File: config.mk
export PLATFORM = sky130hd
export DESIGN_NAME = cesaro_curve_segment_subdivider
export DESIGN_NICKNAME = d
export VERILOG_FILES = /design/src/rtl/core/ccss_pkg.sv /design/src/rtl/core/cesaro_curve_segment_subdivider.sv /design/src/rtl/core/ccss_cordic.sv /design/src/rtl/core/ccss_mac.sv
export SDC_FILE = /design/constraint.sdc
export NUM_CORES = 2
export LEC_CHECK = 0
export ABC_AREA = 1
export BUFFER_PORTS_ARGS = -buffer_cell sky130_fd_sc_hd__buf_2
export CAP_MARGIN = 10
export CORE_MARGIN = 2
export CORE_UTILIZATION = 25
export CTS_CLUSTER_DIAMETER = 200
export CTS_CLUSTER_SIZE = 10
export DETAILED_ROUTE_END_ITERATION = 10
export SYNTH_ARGS = -nofsm -noshare
export SYNTH_HDL_FRONTEND = slang
export SYNTH_SLANG_ARGS = --single-unit
File: constraint.sdc
create_clock -name clk_i -period 15.04 [get_ports clk_i]
set_input_delay 4.512 -clock clk_i [delete_from_list [all_inputs] [get_ports clk_i]]
set_output_delay 4.512 -clock clk_i [all_outputs]
set_load 0.02 [all_outputs]
File: src/rtl/core/ccss_pkg.sv
// ----------------------------------------------------------------------------
// ccss_pkg: shared types and constants for the Cesaro segment subdivider
// Beat structs, angle width, CORDIC sizing, arctangent table and the
// control word passed from the sequencer to the multiply-accumulate unit.
// ----------------------------------------------------------------------------
package ccss_pkg;

  localparam int ANGLE_BITS   = 16;   // binary angle units per turn = 2^ANGLE_BITS
  localparam int CORDIC_STEPS = 16;
  localparam int ATAN_LEN     = 24;
  localparam int CORDIC_N     = (CORDIC_STEPS > ATAN_LEN) ? ATAN_LEN : CORDIC_STEPS;
  localparam int STEP_W       = $clog2(CORDIC_N);
  localparam int TRIG_FRAC    = 30;   // cos/sin are Q30

  localparam logic signed [31:0] GAIN_Q30 = 32'sd652032874;

  typedef logic [ANGLE_BITS-1:0] angle_t;

  typedef struct packed {
    logic signed [31:0] point_x;
    logic signed [31:0] point_y;
    logic        [15:0] point_heading;
    logic               starts_curve;
  } ccss_in_t;

  typedef struct packed {
    logic signed [31:0] out_x;
    logic signed [31:0] out_y;
    logic        [15:0] out_heading;
    logic               last_of_run;
  } ccss_out_t;

  typedef enum logic [2:0] {
    MAC_NONE,
    MAC_BASE,   // (p + 2^29) >>> 30
    MAC_LOAD,   // acc = p
    MAC_SUB,    // (acc - 2p + 2^30) >>> 31
    MAC_ADD     // (acc + 2p + 2^30) >>> 31
  } mac_mode_e;

  typedef struct packed {
    logic      mul_en;
    logic      acc_en;
    mac_mode_e mode;
  } mac_ctl_t;

  // atan(2^-i) in 2^32 units per turn
  function automatic logic [31:0] atan_lut(input logic [4:0] idx);
    logic [31:0] v;
    case (idx)
      5'd0:    v = 32'h20000000;
      5'd1:    v = 32'h12E4051D;
      5'd2:    v = 32'h09FB385B;
      5'd3:    v = 32'h051111D4;
      5'd4:    v = 32'h028B0D43;
      5'd5:    v = 32'h0145D7E1;
      5'd6:    v = 32'h00A2F61E;
      5'd7:    v = 32'h00517C55;
      5'd8:    v = 32'h0028BE53;
      5'd9:    v = 32'h00145F2E;
      5'd10:   v = 32'h000A2F98;
      5'd11:   v = 32'h000517CC;
      5'd12:   v = 32'h00028BE6;
      5'd13:   v = 32'h000145F3;
      5'd14:   v = 32'h0000A2F9;
      5'd15:   v = 32'h0000517C;
      5'd16:   v = 32'h000028BE;
      5'd17:   v = 32'h0000145F;
      5'd18:   v = 32'h00000A2F;
      5'd19:   v = 32'h00000517;
      5'd20:   v = 32'h0000028B;
      5'd21:   v = 32'h00000145;
      5'd22:   v = 32'h000000A2;
      5'd23:   v = 32'h00000051;
      default: v = 32'h00000000;
    endcase
    return v;
  endfunction

endpackage

File: src/rtl/core/cesaro_curve_segment_subdivider.sv
// ----------------------------------------------------------------------------
// cesaro_curve_segment_subdivider: one Cesaro curve level to the next
// Replaces each segment by the notch base, apex and second base points.
// ----------------------------------------------------------------------------
// A curve-start vertex is accepted and then gives its single pass-through
// beat. Every other vertex goes through the CORDIC (16 shift-add steps, one
// load and one fold correction), a hand-off, the single 32x32 multiplier
// (eight products, one per cycle unless the output stalls, each registered
// and then folded and rounded) and the final beat. Output back-pressure
// adds cycles only at the three point beats and the final beat. The input
// is ready only while the block is idle; the output register lets the last
// beat wait for the sink while the next vertex is already accepted.
// Configuration may be written at any time the block is idle and applies to
// the next vertex.
module cesaro_curve_segment_subdivider import ccss_pkg::*; (
  input  logic        clk_i,
  input  logic        rst_ni,
  // configuration
  input  logic        cfg_we_i,
  input  logic [1:0]  cfg_index_i,
  input  logic [30:0] cfg_wdata_i,
  // vertex input
  input  logic        in_valid_i,
  output logic        in_ready_o,
  input  ccss_in_t    in_data_i,
  // vertex output
  output logic        out_valid_o,
  input  logic        out_ready_i,
  output ccss_out_t   out_data_o
);

  // register indexes
  localparam logic [1:0] REG_SIDE_LENGTH = 2'd0;
  localparam logic [1:0] REG_CUT_LENGTH  = 2'd1;
  localparam logic [1:0] REG_PEAK_HEIGHT = 2'd2;
  localparam logic [1:0] REG_TURN_ANGLE  = 2'd3;

  // sequencer states
  localparam logic [1:0] ST_IDLE   = 2'd0;
  localparam logic [1:0] ST_CORDIC = 2'd1;
  localparam logic [1:0] ST_MUL    = 2'd2;
  localparam logic [1:0] ST_LAST   = 2'd3;

  // product schedule: operand pair per op
  localparam logic [2:0] OP_R_C = 3'd0;  // base 1 x
  localparam logic [2:0] OP_R_S = 3'd1;  // base 1 y, beat
  localparam logic [2:0] OP_L_C = 3'd2;  // apex x, load
  localparam logic [2:0] OP_H_S = 3'd3;  // apex x, minus 2hs
  localparam logic [2:0] OP_L_S = 3'd4;  // apex y, load
  localparam logic [2:0] OP_H_C = 3'd5;  // apex y, plus 2hc, beat
  localparam logic [2:0] OP_D_C = 3'd6;  // base 2 x
  localparam logic [2:0] OP_D_S = 3'd7;  // base 2 y, beat

  logic [1:0]         state_q;
  logic [3:0]         iss_q;     // next op to issue, 8 = all issued
  logic               pv_q;      // product in flight
  logic [2:0]         pop_q;     // op of product in flight

  logic [30:0]        side_q, cut_q, peak_q;
  logic [15:0]        turn_q;

  logic [31:0]        prev_x_q, prev_y_q;
  angle_t             prev_hd_q;
  logic [31:0]        cur_x_q, cur_y_q;
  angle_t             cur_hd_q;
  logic [31:0]        ox_q;

  logic               out_valid_q;
  ccss_out_t          out_data_q;

  logic               in_acc, cordic_start, cordic_done;
  logic signed [31:0] cos_w, sin_w;
  logic               out_free, comb_y, comb_x, stall, mul_run, issue;
  logic               emit_mid, emit_last;
  mac_ctl_t           mac_ctl;
  logic signed [31:0] op_a, op_b;
  logic signed [31:0] len_l, len_r, len_h, len_d;
  logic [31:0]        mac_base, coord;
  angle_t             alfa, emit_hd;

  // ---------------------------------------------------------------------------
  // control decode
  // ---------------------------------------------------------------------------
  always_comb begin
    in_ready_o   = (state_q == ST_IDLE);
    in_acc       = in_valid_i && in_ready_o;
    cordic_start = in_acc && !in_data_i.starts_curve;
    out_free     = !out_valid_q || out_ready_i;

    // y results complete a point and need the output register
    comb_y  = pv_q && (pop_q == OP_R_S || pop_q == OP_H_C || pop_q == OP_D_S);
    comb_x  = pv_q && (pop_q == OP_R_C || pop_q == OP_H_S || pop_q == OP_D_C);
    stall   = comb_y && !out_free;
    mul_run = (state_q == ST_MUL) && !stall;
    issue   = mul_run && !iss_q[3];

    emit_mid  = mul_run && comb_y;
    emit_last = (state_q == ST_LAST) && out_free;

    mac_ctl.mul_en = issue;
    mac_ctl.acc_en = mul_run && pv_q;
    case (pop_q)
      OP_L_C, OP_L_S: mac_ctl.mode = MAC_LOAD;
      OP_H_S:         mac_ctl.mode = MAC_SUB;
      OP_H_C:         mac_ctl.mode = MAC_ADD;
      default:        mac_ctl.mode = MAC_BASE;
    endcase
    mac_base = comb_y ? prev_y_q : prev_x_q;

    // operands; lengths are non-negative, d = L - r may be negative
    len_l = $signed({1'b0, side_q});
    len_r = $signed({1'b0, cut_q});
    len_h = $signed({1'b0, peak_q});
    len_d = len_l - len_r;
    case (iss_q[2:0])
      OP_R_C, OP_R_S:  op_a = len_r;
      OP_L_C, OP_L_S:  op_a = len_l;
      OP_H_S, OP_H_C:  op_a = len_h;
      default:         op_a = len_d;
    endcase
    case (iss_q[2:0])
      OP_R_C, OP_L_C, OP_H_C, OP_D_C: op_b = cos_w;
      default:                        op_b = sin_w;
    endcase

    // headings: base 1 turns left, apex turns right, base 2 keeps course
    alfa = ANGLE_BITS'(turn_q);
    case (pop_q)
      OP_R_S:  emit_hd = prev_hd_q + alfa;
      OP_H_C:  emit_hd = prev_hd_q - alfa;
      default: emit_hd = prev_hd_q;
    endcase
  end

  // ---------------------------------------------------------------------------
  // shared units
  // ---------------------------------------------------------------------------
  ccss_cordic u_cordic (
    .clk_i   (clk_i),
    .rst_ni  (rst_ni),
    .start_i (cordic_start),
    .angle_i (prev_hd_q),
    .done_o  (cordic_done),
    .cos_o   (cos_w),
    .sin_o   (sin_w)
  );

  ccss_mac u_mac (
    .clk_i   (clk_i),
    .ctl_i   (mac_ctl),
    .mul_a_i (op_a),
    .mul_b_i (op_b),
    .base_i  (mac_base),
    .coord_o (coord)
  );

  // ---------------------------------------------------------------------------
  // sequencer, config and held vertex
  // ---------------------------------------------------------------------------
  always_ff @(posedge clk_i or negedge rst_ni) begin
    if (!rst_ni) begin
      state_q     <= ST_IDLE;
      iss_q       <= '0;
      pv_q        <= 1'b0;
      pop_q       <= '0;
      side_q      <= 31'd196608;
      cut_q       <= 31'd58668;
      peak_q      <= 31'd43254;
      turn_q      <= 16'd8647;
      prev_x_q    <= '0;
      prev_y_q    <= '0;
      prev_hd_q   <= '0;
      out_valid_q <= 1'b0;
    end else begin
      if (cfg_we_i) begin
        case (cfg_index_i)
          REG_SIDE_LENGTH: side_q <= cfg_wdata_i;
          REG_CUT_LENGTH:  cut_q  <= cfg_wdata_i;
          REG_PEAK_HEIGHT: peak_q <= cfg_wdata_i;
          REG_TURN_ANGLE:  turn_q <= cfg_wdata_i[15:0];
          default:         turn_q <= turn_q;
        endcase
      end

      if (emit_mid || emit_last) begin
        out_valid_q <= 1'b1;
      end else if (out_ready_i) begin
        out_valid_q <= 1'b0;
      end

      case (state_q)
        ST_IDLE: begin
          if (in_acc) begin
            state_q <= in_data_i.starts_curve ? ST_LAST : ST_CORDIC;
          end
        end
        ST_CORDIC: begin
          if (cordic_done) begin
            state_q <= ST_MUL;
            iss_q   <= '0;
            pv_q    <= 1'b0;
          end
        end
        ST_MUL: begin
          if (mul_run) begin
            if (issue) begin
              iss_q <= iss_q + 4'd1;
            end
            pv_q  <= issue;
            pop_q <= iss_q[2:0];
            if (pv_q && pop_q == OP_D_S) begin
              state_q <= ST_LAST;
            end
          end
        end
        ST_LAST: begin
          if (out_free) begin
            state_q   <= ST_IDLE;
            prev_x_q  <= cur_x_q;
            prev_y_q  <= cur_y_q;
            prev_hd_q <= cur_hd_q;
          end
        end
        default: state_q <= ST_IDLE;
      endcase
    end
  end

  // payload registers
  always_ff @(posedge clk_i) begin
    if (in_acc) begin
      cur_x_q  <= in_data_i.point_x;
      cur_y_q  <= in_data_i.point_y;
      cur_hd_q <= ANGLE_BITS'(in_data_i.point_heading);
    end
    if (mul_run && comb_x) begin
      ox_q <= coord;
    end
    if (emit_mid) begin
      out_data_q.out_x       <= ox_q;
      out_data_q.out_y       <= coord;
      out_data_q.out_heading <= 16'(emit_hd);
      out_data_q.last_of_run <= 1'b0;
    end else if (emit_last) begin
      out_data_q.out_x       <= cur_x_q;
      out_data_q.out_y       <= cur_y_q;
      out_data_q.out_heading <= 16'(cur_hd_q);
      out_data_q.last_of_run <= 1'b1;
    end
  end

  assign out_valid_o = out_valid_q;
  assign out_data_o  = out_data_q;

  // ---------------------------------------------------------------------------
  // assertions
  // ---------------------------------------------------------------------------
  a_busy_after_accept: assert property (@(posedge clk_i) disable iff (!rst_ni)
    in_valid_i && in_ready_o |=> !in_ready_o)
    else $error("input taken again right after a beat");

  a_pop_tracks_issue: assert property (@(posedge clk_i) disable iff (!rst_ni)
    pv_q |-> pop_q == 3'(iss_q - 4'd1))
    else $error("product in flight does not match issue counter");

  a_cordic_done_state: assert property (@(posedge clk_i) disable iff (!rst_ni)
    cordic_done |-> state_q == ST_CORDIC)
    else $error("CORDIC finished outside its wait state");

  a_last_beat_loaded: assert property (@(posedge clk_i) disable iff (!rst_ni)
    state_q == ST_LAST && out_free |=> out_valid_o && out_data_o.last_of_run)
    else $error("final beat not presented");

  a_stall_holds_ops: assert property (@(posedge clk_i) disable iff (!rst_ni)
    state_q == ST_MUL && stall |=> $stable(iss_q) && $stable(pop_q) && pv_q)
    else $error("multiply schedule moved while output stalled");

endmodule

File: src/rtl/core/ccss_cordic.sv
// ----------------------------------------------------------------------------
// ccss_cordic: iterative CORDIC sine/cosine
// One rotation step per cycle, then a last step undoes the half-turn fold.
// ----------------------------------------------------------------------------
module ccss_cordic import ccss_pkg::*; (
  input  logic               clk_i,
  input  logic               rst_ni,
  input  logic               start_i,
  input  angle_t             angle_i,
  output logic               done_o,
  output logic signed [31:0] cos_o,
  output logic signed [31:0] sin_o
);

  logic                     busy_q, fix_q, done_q, flip_q;
  logic [STEP_W-1:0]        step_q;
  logic signed [31:0]       x_q, y_q;
  logic signed [33:0]       z_q;

  logic [31:0]              u, uf;
  logic                     flip_d;
  logic                     last_step;
  logic signed [31:0]       x_sh, y_sh;
  logic signed [33:0]       at;

  always_comb begin
    u         = {angle_i, {(32-ANGLE_BITS){1'b0}}};
    flip_d    = u[31] ^ u[30];              // heading in [90,270)
    uf        = {u[31] ^ flip_d, u[30:0]};
    x_sh      = x_q >>> step_q;
    y_sh      = y_q >>> step_q;
    at        = $signed({2'b00, atan_lut(5'(step_q))});
    last_step = busy_q && !start_i && (step_q == STEP_W'(CORDIC_N - 1));
  end

  always_ff @(posedge clk_i or negedge rst_ni) begin
    if (!rst_ni) begin
      busy_q <= 1'b0;
      fix_q  <= 1'b0;
      done_q <= 1'b0;
      step_q <= '0;
    end else begin
      done_q <= fix_q;
      fix_q  <= last_step;
      if (start_i) begin
        busy_q <= 1'b1;
        step_q <= '0;
      end else if (busy_q) begin
        if (last_step) begin
          busy_q <= 1'b0;
        end else begin
          step_q <= step_q + 1'b1;
        end
      end
    end
  end

  always_ff @(posedge clk_i) begin
    if (start_i) begin
      x_q    <= GAIN_Q30;
      y_q    <= '0;
      z_q    <= 34'($signed(uf));
      flip_q <= flip_d;
    end else if (busy_q) begin
      if (!z_q[33]) begin
        x_q <= x_q - y_sh;
        y_q <= y_q + x_sh;
        z_q <= z_q - at;
      end else begin
        x_q <= x_q + y_sh;
        y_q <= y_q - x_sh;
        z_q <= z_q + at;
      end
    end else if (fix_q && flip_q) begin
      x_q <= -x_q;
      y_q <= -y_q;
    end
  end

  assign done_o = done_q;
  assign cos_o  = x_q;
  assign sin_o  = y_q;

endmodule

File: src/rtl/core/ccss_mac.sv
// ----------------------------------------------------------------------------
// ccss_mac: shared 32x32 multiplier with accumulator and rounding
// Product is registered; the next cycle loads it into the accumulator or
// folds it into a rounded offset added to the segment start coordinate.
// ----------------------------------------------------------------------------
module ccss_mac import ccss_pkg::*; (
  input  logic               clk_i,
  input  mac_ctl_t           ctl_i,
  input  logic signed [31:0] mul_a_i,
  input  logic signed [31:0] mul_b_i,
  input  logic        [31:0] base_i,
  output logic        [31:0] coord_o
);

  localparam logic signed [65:0] RND_BASE = 66'sd1 <<< (TRIG_FRAC - 1);
  localparam logic signed [65:0] RND_APEX = 66'sd1 <<< TRIG_FRAC;

  logic signed [63:0] prod_q;
  logic signed [64:0] acc_q;
  logic signed [65:0] lhs, rhs, rnd, sum;
  logic signed [31:0] off;

  always_ff @(posedge clk_i) begin
    if (ctl_i.mul_en) begin
      prod_q <= mul_a_i * mul_b_i;
    end
    if (ctl_i.acc_en && ctl_i.mode == MAC_LOAD) begin
      acc_q <= 65'(prod_q);
    end
  end

  always_comb begin
    lhs = '0;
    rhs = '0;
    rnd = '0;
    case (ctl_i.mode)
      MAC_BASE: begin
        rhs = 66'(prod_q);
        rnd = RND_BASE;
      end
      MAC_SUB: begin
        lhs = 66'(acc_q);
        rhs = -(66'(prod_q) <<< 1);
        rnd = RND_APEX;
      end
      MAC_ADD: begin
        lhs = 66'(acc_q);
        rhs = 66'(prod_q) <<< 1;
        rnd = RND_APEX;
      end
      default: begin
        rhs = '0;
      end
    endcase
    sum = lhs + rhs + rnd;
    if (ctl_i.mode == MAC_BASE) begin
      off = 32'(sum >>> TRIG_FRAC);
    end else begin
      off = 32'(sum >>> (TRIG_FRAC + 1));
    end
    coord_o = base_i + $unsigned(off);
  end

endmodule

==> key figures <==
Synth
  • Most used DFF post-synth: edfxtp_1
  • Synth async-reset ratio: 33.2%
  • Synth Net Count: 12,445
  • Synth area leaders: fa_1 (26%), edfxtp_1 (12%), nand2_1 (10%)
  • Post-synth EDFFs: 336
  • Syn Inst Count: 10,752
  • Mean Syn Cell Area: 7.73 um^2
  • Leading area contributor after synthesis: fa_1
  • Yosys Warn Count: 0
  • Post-Syn Area: 0.0831 mm^2
  • Sequential area share after synthesis: 20.4%
  • Share of Yosys cell area claimed by the top area cell type: 26.0%
  • Synth Register Bits: 624
  • Netlist cell types: 72

Route
  • Via-to-Cell Ratio: 4.76
  • Initial DRT Pass Iterations: 8
  • DR iter-0 viols: 6,681
  • Drt drc: 0
  • Vias after detailed routing: 72,263
  • ANT nets after route: 0
  • Final WL: 289,000 um
  • Avg WL per Cell: 19.0 um

Layout
  • Number of fill cells: 36,011
  • Final instance area: 0.0911 mm^2
  • Util after Layout: 27.6%
  • Synth-to-layout area growth: 9.68%
  • Register Area: 0.0169 mm^2
  • Post-layout net count: 12,439
  • Share of cells above drive strength 1: 5.43%
  • Footprint of the multi-input gates: 0.0573 mm^2

Floorplanning
  • # rows: 211
  • Die Area: 0.337 mm^2
  • Initial Util: 25.1%
  • Ports: 202
  • Die Y: 580 um
  • Die Wd: 580 um
  • Core box area: 0.331 mm^2

Hold path
  • Hold Path Class: flip-flop to flip-flop
  • Worst Min Path Start: u_cordic.fix_q$_DFF_PN0_
  • Worst hold stages: 0

CTS
  • Root buf cell: clkbuf_16
  • Total setup buffers inserted after CTS: 0
  • Clk sinks: 624
  • CTS HTree Levels: 3
  • Cts repair resizes: 0
  • TritonCTS clock tree: yes
  • Longest Clk Path Bufs: 3
  • Clk slew on worst S/H paths: 60 ps
  • Hold-fix buffers, CTS: 0
  • Worst skew pair latency: 760 ps
  • Number of CTS-inserted buffers: 72

Outcome
  • Outcome: finished clean

GRT
  • Initial antenna violation count: 15
  • GRT Total Usage: 16.9%
  • GRT Residual Overflow: 0
  • Largest net degree at the start of global routing: 90
  • First-pass GRT wire length: 441,000 um
  • Vias in the first global route: 71,649

Setup path
  • Crit path required time: 15,510 ps
  • Worst Path Max Fanout: 45
  • Reg2reg end: u_mac.prod_q[54]$_DFFE_PP_
  • CP max-delay cell: clkinv_1
  • R2r setup slk: 3060 ps
  • Data arrival, critical path: 12,450 ps
  • Critical path endpoint category: flip-flop
  • Critical path's most frequent cell: fa_1
  • CP Launch Type: flip-flop
  • CP endpoint: u_mac.prod_q[54]$_DFFE_PP_
  • Worst Setup SP: iss_q[0]$_DFFE_PN0P_
  • Worst reg2reg path depth: 39
  • Crit Path Category: flip-flop to flip-flop
  • Crit Reg-Reg Startpoint: iss_q[0]$_DFFE_PN0P_
  • Critical Path Max Stage Delay: 990 ps

Job
  • Max-capacitance violation count: 0

STA
  • Final Hold Viols: 0
  • Final Slew Violations: 0
  • Final Setup Violations: 0
  • Worst slew pin tran: 1200 ps
  • Min cycle time layout: 11,980 ps
  • RSZ-0062 raised after global routing: no
  • Maximum clock rate: 83.5 MHz
  • WHS: 378 ps
  • Slew margin rel.: 19.9%
  • Post-route setup TNS: 0 ps
  • Crit share post-route: 79.6%
  • Final Skew: 72.1 ps

Placement
  • GPL Wtd Cong: 0.963
  • Number of port buffers: 201
  • DP HPWL: 229,000 um
  • Area after DPL: 0.0889 mm^2
[critical path, delay by kind of cell, from the launching register on]
kind	cells	cell delay, ps
compound gates	10	2810
fa+ha+maj	10	4520
buf+inv	11	2480
flops	1	390
simple gates	8	1490
[routing by layer]
layer / part of all wire (%) / track usage [%] / up-vias
met3: 8.7 / 3.54 / 531
met4: 4.2 / 6.54 / 8
met2: 44 / 26.9 / 2986
met1: 43 / 22.3 / 34799
li1: - / - / 33939
met5: 0.017 / 0 / -
[cells in the final DEF, fill, tap and decap left out, types with 31 or more instances in the layout]
cell type,netlist,final
a21o_1,43,43
a21oi_1,478,478
a31oi_1,71,71
buf_2,81,200
buf_4,16,116
clkbuf_1,266,51
clkbuf_16,0,72
dfrtp_1,181,176
dfxtp_1,81,81
edfxtp_1,336,336
fa_1,1081,1081
ha_1,493,493
inv_1,1942,1937
nand2_1,2299,2297
nand3_1,550,547
nand4_1,60,60
nor2_1,1123,1116
nor3_1,69,68
nor4_1,49,49
o2111ai_1,38,38
o211ai_1,31,31
o21ai_0,716,703
o21ai_1,47,33
o221ai_1,67,67
or2_2,37,37
xnor2_1,101,101
xor2_1,184,184
[state kept, by name, summed over array words and instances (netlist names), 31 cells and up]
register        count
cur_x_q            32
cur_y_q            32
cut_q              31
out_data_o         81
ox_q               32
peak_q             31
prev_x_q           32
prev_y_q           32
side_q             31
u_cordic.cos_o     32
u_cordic.sin_o     32
u_cordic.z_q       34
u_mac.acc_q        62
u_mac.prod_q       63
[synth_stat cells, types with 71 or more instances]
master	n
fa_1	1081
xnor2_1	101
o21ai_0	716
dfrtp_1	181
edfxtp_1	336
nand3_1	550
ha_1	493
a31oi_1	71
nand2_1	2299
xor2_1	184
buf_2	81
dfxtp_1	81
a21oi_1	478
inv_1	1942
nor2_1	1123
clkbuf_1	266
[metrics by stage]
| stage | setup WS [ps] | std cells |
|---|---|---|
| 2_1_floorplan | 5480 | 10752 |
| 3_3_place_gp | 3340 | 15038 |
| 3_5_place_dp | 3220 | 15038 |
| 4_1_cts | 3180 | 15169 |
| 5_1_grt | 2610 | 15170 |
| 6_report | 3060 | 15173 |
[logic make-up (layout without fill, tap and decap cells)]
| group | count (synthesis) | in the layout | synth area share, % |
|---|---|---|---|
| xor gates and xnor gates | 285 | 285 | 3.00 |
| muxes | 1 | 1 | 0.0120 |
| buffers and inverters | 2367 | 2418 | 11.0 |
| AOI/OAI and AO/OA | 1630 | 1630 | 11.1 |
| DFF | 624 | 624 | 20.4 |
| other | 0 | 4 | 0 |
| adders and majority gates | 1574 | 1574 | 33.5 |
| and+or+nand+nor | 4271 | 4271 | 21.1 |
[final cells by class]
| cell class | count | area share [%] |
|---|---|---|
| Inverter | 1970 | 8.12 |
| Clock buffer | 123 | 2.19 |
| Antenna cell | 4 | 0.0110 |
| Sequential cell | 624 | 18.6 |
| Tap cell | 4366 | 5.99 |
| Multi-Input combinational cell | 7761 | 62.8 |
| Clock inverter | 8 | 0.192 |
| Timing Repair Buffer | 317 | 2.07 |
[worst min-delay path by stage]
stage | end
global placement | u_cordic.done_o$_DFF_PN0_
CTS | u_cordic.done_o$_DFF_PN0_
finish | u_cordic.done_o$_DFF_PN0_
floorplan | u_cordic.done_o$_DFF_PN0_
global route | u_cordic.done_o$_DFF_PN0_
detailed placement | u_cordic.done_o$_DFF_PN0_
Power is not shown: default switching activity piles up to over one toggle a cycle in this logic, so the estimate is an artifact.
